`src/sv/mbet_pkg.sv`:
```
// Shared types and constants for the Mandelbrot escape-time pixel block.
// Used by mbet_ctrl, mbet_dp and mandelbrot_escape_time_pixel; no dependencies.
package mbet_pkg;

   localparam int FRAC_BITS  = 28;
   localparam int COORD_BITS = 10;
   localparam int Z_W        = 32;
   localparam int CNT_W      = 16;
   localparam int RSTEP_W    = 31;
   localparam int GRAY_W     = 8;

   localparam int CSR_IDX_W  = 3;
   localparam int CSR_DATA_W = 32;

   localparam int PRD_W  = 2 * Z_W;
   localparam int SQ_W   = PRD_W - FRAC_BITS;
   localparam int RI_W   = PRD_W - FRAC_BITS + 1;
   localparam int CMP_W  = (SQ_W + 1 > FRAC_BITS + 3) ? SQ_W + 1 : FRAC_BITS + 3;
   localparam int CPRD_W = RSTEP_W + COORD_BITS;
   localparam int SAT_W  = (SQ_W + 2 > CPRD_W + 2) ? SQ_W + 2 : CPRD_W + 2;
   localparam int NUM_W  = CNT_W + GRAY_W;
   localparam int STEP_W = $clog2(GRAY_W);

   localparam logic signed [CMP_W-1:0] FOUR_Q = CMP_W'(4) << FRAC_BITS;

   localparam int REQ_W = ((2 * COORD_BITS + 7) / 8) * 8;
   localparam int RES_W = 2 * COORD_BITS + CNT_W + 1 + GRAY_W;
   localparam int RSP_W = ((RES_W + 7) / 8) * 8;

   localparam logic [CNT_W-1:0]          MAX_ITER_RST = 16'd256;
   localparam logic signed [Z_W-1:0]     RE_MIN_RST   = -32'sd402653184;
   localparam logic signed [Z_W-1:0]     IM_MIN_RST   = -32'sd268435456;
   localparam logic [RSTEP_W-1:0]        RE_STEP_RST  = 31'd2348810;
   localparam logic [RSTEP_W-1:0]        IM_STEP_RST  = 31'd1342177;

   typedef enum logic [CSR_IDX_W-1:0] {
      CSR_MAX_ITER = 3'd0,
      CSR_RE_MIN   = 3'd1,
      CSR_IM_MIN   = 3'd2,
      CSR_RE_STEP  = 3'd3,
      CSR_IM_STEP  = 3'd4
   } csr_reg_type;

   typedef enum logic [2:0] {
      ST_IDLE,
      ST_COORD_MUL,
      ST_COORD_ADD,
      ST_ITER_MUL,
      ST_ITER_UPD,
      ST_DIV_INIT,
      ST_DIV_STEP,
      ST_HOLD
   } mbet_state_type;

   typedef struct packed {
      logic capture;
      logic coord_mul;
      logic coord_add;
      logic iter_mul;
      logic iter_upd;
      logic div_init;
      logic div_step;
      logic load_out;
   } mbet_cmd_type;

   typedef struct packed {
      logic max_zero;
      logic escape;
      logic last_iter;
      logic div_last;
   } mbet_status_type;

   typedef struct packed {
      logic [GRAY_W-1:0]     gray_level;
      logic                  inside_set;
      logic [CNT_W-1:0]      iteration_count;
      logic [COORD_BITS-1:0] out_y;
      logic [COORD_BITS-1:0] out_x;
   } mbet_result_type;

endpackage

```
`src/sv/mbet_ctrl.sv`:
```
// Sequencing state machine for the escape-time pixel block.
// Depends on mbet_pkg; drives mbet_dp through command and status structs.
module mbet_ctrl (
   input  logic                     clock,
   input  logic                     reset,
   input  logic                     req_tvalid,
   output logic                     req_tready,
   output logic                     rsp_tvalid,
   input  logic                     rsp_tready,
   input  mbet_pkg::mbet_status_type status,
   output mbet_pkg::mbet_cmd_type    cmd
);

   mbet_pkg::mbet_state_type state_ff, state_in;
   logic out_valid_ff, out_valid_in;

   always_ff @(posedge clock) begin
      if (reset) begin
         state_ff     <= mbet_pkg::ST_IDLE;
         out_valid_ff <= 1'b0;
      end else begin
         state_ff     <= state_in;
         out_valid_ff <= out_valid_in;
      end
   end

   always_comb begin
      state_in   = state_ff;
      cmd        = '0;
      req_tready = 1'b0;
      case (state_ff)
         mbet_pkg::ST_IDLE: begin
            req_tready = 1'b1;
            if (req_tvalid) begin
               cmd.capture = 1'b1;
               state_in    = mbet_pkg::ST_COORD_MUL;
            end
         end
         mbet_pkg::ST_COORD_MUL: begin
            cmd.coord_mul = 1'b1;
            state_in      = mbet_pkg::ST_COORD_ADD;
         end
         mbet_pkg::ST_COORD_ADD: begin
            cmd.coord_add = 1'b1;
            state_in      = status.max_zero ? mbet_pkg::ST_DIV_INIT : mbet_pkg::ST_ITER_MUL;
         end
         mbet_pkg::ST_ITER_MUL: begin
            cmd.iter_mul = 1'b1;
            state_in     = mbet_pkg::ST_ITER_UPD;
         end
         mbet_pkg::ST_ITER_UPD: begin
            if (status.escape) begin
               state_in = mbet_pkg::ST_DIV_INIT;
            end else begin
               cmd.iter_upd = 1'b1;
               state_in     = status.last_iter ? mbet_pkg::ST_DIV_INIT : mbet_pkg::ST_ITER_MUL;
            end
         end
         mbet_pkg::ST_DIV_INIT: begin
            cmd.div_init = 1'b1;
            state_in     = mbet_pkg::ST_DIV_STEP;
         end
         mbet_pkg::ST_DIV_STEP: begin
            cmd.div_step = 1'b1;
            if (status.div_last) begin
               state_in = mbet_pkg::ST_HOLD;
            end
         end
         mbet_pkg::ST_HOLD: begin
            if (!out_valid_ff || rsp_tready) begin
               cmd.load_out = 1'b1;
               state_in     = mbet_pkg::ST_IDLE;
            end
         end
         default: begin
            state_in = mbet_pkg::ST_IDLE;
         end
      endcase
   end

   assign out_valid_in = cmd.load_out | (out_valid_ff & ~rsp_tready);
   assign rsp_tvalid   = out_valid_ff;

endmodule

```
`config.mk`:
```
export PLATFORM = sky130hd
export DESIGN_NAME = mbet_ctrl
export DESIGN_NICKNAME = d
export VERILOG_FILES = /design/src/sv/mbet_pkg.sv /design/src/sv/mbet_ctrl.sv
export SDC_FILE = /design/constraint.sdc
export NUM_CORES = 1
export LEC_CHECK = 0
export BUFFER_PORTS_ARGS = -buffer_cell sky130_fd_sc_hd__buf_2
export CELL_PAD_IN_SITES_DETAIL_PLACEMENT = 1
export CELL_PAD_IN_SITES_GLOBAL_PLACEMENT = 1
export CORE_AREA = 10 10 47 49
export CTS_CLUSTER_SIZE = 8
export DETAILED_ROUTE_END_ITERATION = 16
export DIE_AREA = 0 0 57 59
export PLACE_DENSITY_LB_ADDON = 0.05
export SETUP_SLACK_MARGIN = 0.2
export SLEW_MARGIN = 25
export SYNTH_ARGS = -nofsm -noshare
export SYNTH_HDL_FRONTEND = slang
export SYNTH_SLANG_ARGS = --single-unit
export TNS_END_PERCENT = 10
```
`constraint.sdc`:
```
create_clock -name clock -period 1.3 [get_ports clock]
set_clock_uncertainty 0.05 [all_clocks]
set_input_delay 0.13 -clock clock [delete_from_list [all_inputs] [get_ports clock]]
set_output_delay 0.13 -clock clock [all_outputs]
set_load 0.1 [all_outputs]
```
==> results of run 1 <==
synth_stat cells, types with 2 or more instances:
cell,number,area (sq um)
nor3_1,3,15.0
dfxtp_1,4,80.1
buf_2,3,15.0
nor2b_1,2,12.5
nor3b_1,3,22.5
nor2_1,3,11.3
a21oi_1,2,10.0
power by group:
part / internal, uW / leakage (uW) / switching, uW
clock network: 103 / 0.0000138 / 46.1
registers: 133 / 0.0000348 / 20.0
logic: 178 / 0.000244 / 233
layer usage:
metal | vias up | track usage (%) | share of wire, %
li1 | 189 | - | -
met1 | 179 | 6.98 | 40
met2 | 10 | 11.9 | 56
met3 | 0 | 1.93 | 4.2
met4 | 0 | 4.03 | 0
met5 | - | 0 | 0
sequential cells by signal, indices dropped and copies added (netlist names):
name        flops
state_ff        3
rsp_tvalid      1
cell families after synthesis:
| group | synth area share [%] |
|---|---|
| buf+inv | 6.41 |
| flops | 27.4 |
| simple gates | 42.7 |
| compound gates | 23.5 |
final cells by class:
cell class	instances	area share [%]
clock buffer	3	3.10
inverter	1	0.517
multi-input combinational	29	36.7
sequential	4	12.6
tap	16	2.76
timing repair buffer	27	44.3
worst min path at each step:
| stage | start | to | slack (ns) | cells past startpoint |
|---|---|---|---|---|
| 3_3_place_gp | reset | state_ff[2] | 0.28 | 2 |
| 6_report | reset | state_ff[2] | 0.05 | 2 |
| 4_1_cts | reset | state_ff[2] | 0.04 | 2 |
| 2_1_floorplan | reset | state_ff[2] | 0.14 | 1 |
| 3_5_place_dp | reset | state_ff[2] | 0.29 | 2 |
| 5_1_grt | reset | state_ff[2] | 0.05 | 2 |
repair_timing:
item,in CTS,in global routing
resized for setup,10,0
setup endpoints to repair,13,12
pin swaps,5,2
buffers inserted,2,0
critical path, delay by kind of cell (launching register included):
kind | cells | cell delay, ns
flip-flops | 1 | 0.36
AND/OR/NAND/NOR | 2 | 0.33
buffers and inverters | 2 | 0.28
per-stage QoR:
stage | hold slack [ns] | instance area [sq um]
6_report | 0.0537 | 726
5_1_grt | 0.0543 | 726
4_1_cts | 0.0421 | 726
3_5_place_dp | 0.288 | 659
3_3_place_gp | 0.280 | 659
2_1_floorplan | 0.135 | 380
==> impl_results.md, run 1 <==
* Vias per Instance at approximately 4.7
* Cell Area, Synth at about 300 sq um
* Worst-margin pin slew at between 0.2 and 0.3 ns
* Slowest cell delay on critical path at between 0.3 and 0.4 ns
* Share of cells above drive strength 1 at between 60 and 70%
* First-pass GRT wire length at between 1.5 and 2 mm
* Critical-path cell list: buf_6 -> nor3_4 -> and2_4 -> buf_12
* Vias in the first global route at 436
* Worst path slowest cell: dfxtp_4
* Die X at 57 microns
* Final nets at 74
* Yosys cell types at 24
* Slew HR at a little over 80%
* WL/cell at ~14 microns
* CP endpoint kind: output pin
* CTS root buf: clkbuf_4
* Routed wire length at around 1.1 mm
* Row Count at 14
* Placed Cells at 75
* Static Leak at about 0.00029 uW
* Final core occ at approximately half
* Congestion Overflow GR at 0
* Antenna-violating nets left at 0
* Maximum vdd drop at 636 uV
* Mean Syn Cell Area at a little under 8 sq um
* Multi-input gate area at 267 sq um
* Worst-path clk slew at 0.04 ns
* Via count at around 380
* Worst R2R Start: state_ff[0]
* CTS sink cnt at 4
* First-iteration detailed-routing DRC count at 1
* I/O Buffers at 17
* Final min period at ~1.4 ns
* Synthesized net count at 45
* DRT Pass-1 Iters at 2
* Die Ht at between 50 and 60 microns
* Fill cells at 163
* Syn Inst Count at 37
* Inserted Clock Buffers at 3
* Reg2reg path depth at 5
* RSZ-0062 raised after global routing: yes
* Core area at around 0.0014 sq mm
* Area growth from synthesis to layout at 148%
* Worst Path Required at around 1.1 ns
* Most used DFF post-synth: dfxtp_1
* Insertion delay to the later sink of the worst-skew pair at about 0.23 ns
* Failing checks: setup timing
* Outcome: finished, violations left
* Fmax at between 700 and 800 MHz
* Final Cycle Share at 107%
* Most frequent cells in the layout: buf_12, buf_2, buf_4
* R2r setup slk at -0.01 ns
* Hold Fails Final Rpt at 0
* Final worst setup slack at -0.0926 ns
* CP endpoint: cmd[7]
* Dpl ws at ~0.013 ns
* HP Class: input pin to flop
* Non-Filler Instances at 80
* R2R Path End: state_ff[1]
* Register area at approximately 91 sq um
* Sum Neg Setup Slack at -0.519 ns
* Total Power at between 700 and 800 uW
* GPL Wtd Cong at 0.732
* DP HPWL at roughly 980 microns
* Initial antenna violation count at 0
* CTS tree: yes
* Yosys reg bits at 4
* FFs w/ async S/R, synth at 0%
* Largest net degree at the start of global routing at 10
* # diodes at 0
* Number of synthesized flops with an enable pin at 0
* Commonest non-fill, non-tap cell in the layout: buf_12
* Initial Utilization at 20.9%
* Sequential fraction of the synthesis area at a little over a quarter
* Crit path max fanout at 5
* Worst Setup SP: state_ff[0]
* Worst EP arrival at 1.21 ns
* Final setup vio count at 10
* Total Routing Usage GR at just under 7%
* Top Ports at 18
* H-tree depth at 1
* DRC at 0
* Max-cap violations at 0
* Max-slew violations at 0
* Count of hold-fix buffers inserted at cts at 0
* Longest Clk Path Bufs at 2
* Warnings, synthesis at 0
* PwrDens at roughly 980 mW/mm^2
* Die Area at about 0.0034 sq mm
* Startpoint Class: flop
* WS Path Type: flop to output pin
(Power assumes the default switching activity.)
==> run 2, diff against run 1 <==
--- a/config.mk
+++ b/config.mk
@@ -12,7 +12,7 @@
 export CTS_CLUSTER_SIZE = 8
 export DETAILED_ROUTE_END_ITERATION = 16
 export DIE_AREA = 0 0 57 59
-export PLACE_DENSITY_LB_ADDON = 0.05
+export PLACE_DENSITY_LB_ADDON = 0.1
 export SETUP_SLACK_MARGIN = 0.2
 export SLEW_MARGIN = 25
 export SYNTH_ARGS = -nofsm -noshare
==> run 2 against run 1 <==
Compared with the run above:
- the flow still finishes with violations (setup timing)
- critical path depth unchanged
- first-iteration DRC count unchanged
- clock power barely moved
- via count decreased by 0.26%
- non-clock buffer count unchanged
- global-route usage is 0.64 points lower
- critical endpoint unchanged
- largest power group unchanged
==> impl_results.md, run 2 (synthesized netlist as in run 1, its figures left out) <==
* Outcome: finished, violations left
* Failing checks: setup timing
* HP Class: input pin to flop
* Via count at 377
* Worst-margin pin slew at between 0.2 and 0.3 ns
* Max FFs per register at 3
* DP HPWL at slightly above 900 microns
* Area growth from synthesis to layout at 142%
* Vias per Instance at 4.71
* Worst Setup SP: state_ff[0]
* Die X at around 57 microns
* Routed wire length at 1.08 mm
* DRT Pass-1 Iters at 2
* Reg power frac at approximately 22%
* Final Cell Area at roughly 710 sq um
* Slowest cell delay on critical path at 0.36 ns
* Most frequent cells in the layout: buf_4, buf_12, buf_2
* PwrDens at between 900 and 1000 mW/mm^2
* Final worst setup slack at -0.0867 ns
* Slew HR at between 80 and 90%
* Worst R2R Start: state_ff[0]
* Sum Neg Setup Slack at -0.548 ns
* Longest Clk Path Bufs at 2
* WL/cell at between 10 and 15 microns
* # diodes at 0
* Startpoint Class: flop
* Initial antenna violation count at 0
* Placed Cells at 75
* Initial Utilization at between 20% and 30%
* Register area at 91.3 sq um
* CTS sink cnt at 4
* Reg2reg path depth at 5
* DRC at 0
* R2R Path End: state_ff[1]
* Row Count at 14
* Final nets at 74
* Combinational power share at between 50% and 60%
* RSZ-0062 raised after global routing: yes
* Power share of the clock group at roughly a fifth
* Die Ht at about 59 microns
* Max-slew violations at 0
* WS Path Type: flop to output pin
* Max-cap violations at 0
* Congestion Overflow GR at 0
* Top Ports at 18
* First-pass GRT wire length at about 1.7 mm
* Static Leak at 0.000289 uW
* Vias in the first global route at roughly 370
* Final setup vio count at 10
* Crit path max fanout at 5
* R2r setup slk at -0.01 ns
* Total Power at 702 uW
* Share of cells above drive strength 1 at between 60% and 70%
* First-iteration detailed-routing DRC count at 1
* GPL Wtd Cong at about 0.77
* Biggest register: state_ff
* I/O Buffers at 17
* Total Routing Usage GR at ~6.1%
* Final Cycle Share at 107%
* Worst Path Required at roughly 1.1 ns
* Antenna-violating nets left at 0
* Worst EP arrival at about 1.2 ns
* Fill cells at 160
* Worst path slowest cell: dfxtp_4
* Largest net degree at the start of global routing at 13
* Net Sw Power at 296 uW
* Fmax at 721 MHz
* Worst-path clk slew at about 0.04 ns
* CP endpoint kind: output pin
* Die Area at approximately 0.0034 sq mm
* Multi-input gate area at around 270 sq um
* CTS tree: yes
* H-tree depth at 1
* Hold Fails Final Rpt at 0
* Final min period at approximately 1.4 ns
* Hold slack at between 0.05 and 0.06 ns
* Core area at 0.00140 sq mm
* Internal power at slightly above 400 uW
* Maximum vdd drop at ~480 uV
* Inserted Clock Buffers at 3
* CP endpoint: cmd[7]
* Critical-path cell list: buf_6 -> nor3_4 -> and2_4 -> buf_12
* Insertion delay to the later sink of the worst-skew pair at 0.23 ns
* Non-Filler Instances at 80
* Sw Ratio at 42.2%
* Dpl cell area at 647 sq um
* CTS root buf: clkbuf_4
run 2: worst min path at each step:
stage	start	endpoint	slack (ns)	cells after the start
floorplan	reset	state_ff[2]	0.14	1
global placement	reset	state_ff[2]	0.28	2
detailed placement	reset	state_ff[2]	0.29	2
CTS	reset	state_ff[2]	0.05	2
global route	reset	state_ff[2]	0.05	2
finish	reset	state_ff[2]	0.06	2
run 2: final cells by class:
class                           count  area share (%)
Tap cell                           16            2.82
Sequential cell                     4            12.9
Multi-Input combinational cell     29            37.6
Clock buffer                        3            3.17
Inverter                            1           0.529
Timing Repair Buffer               27            43.0
run 2: stage by stage:
step	worst slack, ns	utilization (%)
2_1_floorplan	-0.649	-
3_3_place_gp	0.0718	46.2
3_5_place_dp	0.0296	46.2
4_1_cts	-0.107	50.6
5_1_grt	-0.147	50.6
6_report	-0.0867	50.6
run 2: repair_timing:
item,CTS,global route
buffers inserted,2,0
endpoints found under the setup margin,14,12
pin swaps,4,2
hold buffers,0,0
gates resized for setup,9,0
run 2: power groups by stage:
stage	Combinational (uW)	Clock, uW	Sequential [uW]
after detailed placement	388	0	158
after floorplan	262	0	143
after global routing	418	168	158
final	398	147	156
after CTS	403	156	157
after global placement	380	0	156
run 2: worst max-delay path: cells and delay by family, from the launching register on:
family / cells / cell delay [ns]
buffers and inverters: 2 / 0.28
DFF: 1 / 0.36
and+or+nand+nor: 2 / 0.33
run 2: layer usage:
metal | global-route usage [%] | vias to the layer above | share of wire, %
met5 | 0 | - | 0
met4 | 3.02 | 0 | 0
met3 | 1.29 | 0 | 4.8
met2 | 11.3 | 10 | 53
met1 | 6.40 | 176 | 42
li1 | - | 191 | -
==> run 3, diff against run 2 <==
--- a/config.mk
+++ b/config.mk
@@ -5,13 +5,14 @@
 export SDC_FILE = /design/constraint.sdc
 export NUM_CORES = 1
 export LEC_CHECK = 0
+export ABC_AREA = 1
 export BUFFER_PORTS_ARGS = -buffer_cell sky130_fd_sc_hd__buf_2
 export CELL_PAD_IN_SITES_DETAIL_PLACEMENT = 1
 export CELL_PAD_IN_SITES_GLOBAL_PLACEMENT = 1
-export CORE_AREA = 10 10 47 49
+export CORE_MARGIN = 10
+export CORE_UTILIZATION = 27
 export CTS_CLUSTER_SIZE = 8
 export DETAILED_ROUTE_END_ITERATION = 16
-export DIE_AREA = 0 0 57 59
 export PLACE_DENSITY_LB_ADDON = 0.1
 export SETUP_SLACK_MARGIN = 0.2
 export SLEW_MARGIN = 25
==> constraint.sdc (replaced) <==
create_clock -name clock -period 1.3 [get_ports clock]
set_clock_uncertainty 0.05 [all_clocks]
set_input_delay 0.13 -clock clock [delete_from_list [all_inputs] [get_ports clock]]
set_output_delay 0.13 -clock clock [all_outputs]
set_load 0.02 [all_outputs]
==> run 3 against run 2 <==
Compared with the run above:
- hold slack worse by 0.015 ns
- sequential power hardly changed
- design area is 16% lower
- cell count grew 23%
- largest power group unchanged
- combinational power is 39% lower
- area after synthesis rose by 26%
- critical path type unchanged
- register-to-register slack gained 0.13 ns
- critical path depth fell by 1
- maximum frequency is 6.4% higher
- via count increased by 17%
- the flow still finishes with violations (setup timing)
- global-route usage rose by 1.3 points
- non-clock buffer count fell by 3
==> impl_results.md, run 3 <==
* Die Area at 0.00325 sq mm
* Final core occ at between 40 and 50%
* Share of cells above drive strength 1 at 54.2%
* Synthesized net count at 67
* Initial antenna violation count at 0
* Antenna-violating nets left at 0
* Net Sw Power at slightly below 200 uW
* Worst-margin pin slew at around 0.18 ns
* Max-slew violations at 0
* Routed wire length at approximately 1.1 mm
* Number of synthesized flops with an enable pin at 0
* Worst path slowest cell: dfxtp_4
* Reg2reg path depth at 7
* Most frequent cells in the layout: nand2_1, nor2_1, buf_4
* Row Count at 13
* Fmax at 767 MHz
* Critical-path cell list: buf_6 -> nor4_4 -> buf_4
* Startpoint Class: flop
* Slew HR at between 80 and 90%
* Worst Path Required at around 1.1 ns
* DRC at 0
* Hold Fails Final Rpt at 0
* WL/cell at ~12 microns
* Power share of the clock group at between 20% and 30%
* Sw Ratio at 35.7%
* Mean Syn Cell Area at between 6 and 7 sq um
* Synth top area cells: dfxtp_1, nand2_1, inv_1, nor2_1, buf_6
* CTS tree: yes
* DP HPWL at ~930 microns
* Congestion Overflow GR at 0
* CP endpoint kind: output pin
* Final worst setup slack at -0.00329 ns
* Top Ports at 18
* GPL Wtd Cong at approximately 0.72
* Largest net degree at the start of global routing at 7
* Worst-path clk slew at 0.03 ns
* Inserted Clock Buffers at 3
* Area growth from synthesis to layout at 60.8%
* WS Path Type: flop to output pin
* Reg power frac at 28.6%
* Final Cell Area at ~600 sq um
* Register area at just over 90 sq um
* Multi-input gate area at ~230 sq um
* Final Cycle Share at 100%
* Post-synth top area cell: dfxtp_1
* Outcome: finished, violations left
* Static Leak at around 0.00031 uW
* Final min period at ~1.3 ns
* Total Routing Usage GR at 7.40%
* HP Start: reset
* Hold Crit Depth at 2
* Top cells by instance count after synthesis: nand2_1, inv_1, nor2_1, a21oi_1, dfxtp_1
* Die Ht at between 50 and 60 microns
* First-pass GRT wire length at 1.99 mm
* Buffers and inverters on the worst path at 2
* Failing checks: setup timing
* RSZ-0062 raised after global routing: yes
* Insertion delay to the later sink of the worst-skew pair at around 0.23 ns
* R2R Path End: state_ff[2]
* Hold Path End: state_ff[1]
* Yosys cell types at 17
* Vias per Instance at approximately 4.5
* H-tree depth at 1
* Syn Inst Count at 59
* DRT Pass-1 Iters at 4
* Die X at between 50 and 60 microns
* Yosys reg bits at 4
* Top cell type's share of synthesized area at a little over a fifth
* Slowest cell delay on critical path at approximately 0.36 ns
* Fill cells at approximately 180
* Final setup vio count at 1
* R2r setup slk at between 0.1 and 0.15 ns
* Internal power at 351 uW
* CTS sink cnt at 4
* Via count at about 440
* Vias in the first global route at 483
* # diodes at 0
* First-iteration detailed-routing DRC count at 11
* Top-count cell post-synth: nand2_1
* Worst EP arrival at 1.12 ns
* Core area at roughly 0.0013 sq mm
* Commonest non-fill, non-tap cell in the layout: nand2_1
* Top delay family on crit path: flip-flops
* Sequential fraction of the synthesis area at 21.6%
* FFs w/ async S/R, synth at 0%
* Total Power at between 500 and 600 uW
* Crit path max fanout at 5
* Maximum vdd drop at between 600 and 700 uV
* Longest Clk Path Bufs at 2
* I/O Buffers at 17
* Worst R2R Start: state_ff[0]
* CTS root buf: clkbuf_4
* Final nets at 93
* Count of hold-fix buffers inserted at cts at 0
* PwrDens at ~920 mW/mm^2
* Dpl cell area at 485 sq um
* Warnings, synthesis at 0
* Cell Area, Synth at roughly 370 sq um
* Max-cap violations at 0
* Combinational power share at 44.3%
* HP Class: input pin to flop
* Biggest register: state_ff
* Most used DFF post-synth: dfxtp_1
* Max FFs per register at 3
* Initial Utilization at 28.5%
==> run 3: changes by cell type in the layout (fill, tap and decap cells not counted), moves of 4 or more <==
cell     delta
buf_12      -9
buf_6       +5
inv_2       +4
nor2_2      +4
nor2_1      +7
inv_1       +6
nand2_1    +10
==> run 3: worst max-delay path by stage <==
| stage | start | to | slack (ns) | cells past startpoint |
|---|---|---|---|---|
| 6_report | state_ff[0] | cmd[3] | -0.003 | 3 |
| 5_1_grt | state_ff[0] | cmd[3] | -0.05 | 3 |
| 4_1_cts | state_ff[0] | cmd[3] | -0.02 | 3 |
| 3_5_place_dp | state_ff[1] | state_ff[2] | -0.008 | 5 |
| 3_3_place_gp | state_ff[1] | state_ff[2] | 0.006 | 7 |
| 2_1_floorplan | state_ff[1] | state_ff[2] | 0.18 | 7 |
==> run 3: final cells by class <==
class	instances	area share, %
timing repair buffer	24	31.3
clock buffer	3	3.78
inverter	12	7.98
multi-input combinational	40	38.4
sequential	4	15.3
tap	15	3.15
==> run 3: timing repair <==
action,CTS,global route
pin swaps,5,2
gates resized for setup,26,1
endpoints found under the setup margin,12,12
endpoints found under the hold margin,0,0
setup buffers,3,0
==> run 3: power by group through the flow <==
stage	clock network (uW)	registers [uW]	logic (uW)
after detailed placement	0	166	184
final	148	156	242
after CTS	158	157	244
after global routing	170	159	267
after global placement	0	165	184
after floorplan	0	139	157
==> run 3: worst register-to-register path: cells and delay by family (launching register included) <==
family | cells | cell delay (ns)
buffers and inverters | 2 | 0.21
AOI/OAI and AO/OA | 2 | 0.22
and+or+nand+nor | 3 | 0.21
DFF | 1 | 0.36
==> run 3: kinds of logic (layout without fill, tap and decap cells) <==
family,after synthesis,in the layout,synth area share (%)
DFF,4,4,21.6
buffers and inverters,15,39,22.0
and+or+nand+nor,35,35,48.7
AOI/OAI and AO/OA,5,5,7.77
==> run 3: metal layers <==
layer	global-route usage (%)	share of wire [%]	vias up	wire [microns]
li1	-	-	230	-
met1	7.52	43	197	482
met2	11.6	45	15	503
met3	5.75	13	0	144
met4	2.01	0	0	0
met5	0	0	-	0
==> run 3: through the flow <==
| step | TNS (ns) | std cells | setup WS [ns] | hold WS (ns) |
|---|---|---|---|---|
| CTS | -0.0194 | 98 | -0.0194 | 0.0397 |
| global placement | 0 | 92 | 0.00629 | 0.292 |
| floorplan | 0 | 59 | 0.181 | 0.149 |
| finish | -0.00329 | 98 | -0.00329 | 0.0439 |
| detailed placement | -0.00849 | 92 | -0.00849 | 0.294 |
| global route | -0.221 | 98 | -0.0537 | 0.0424 |
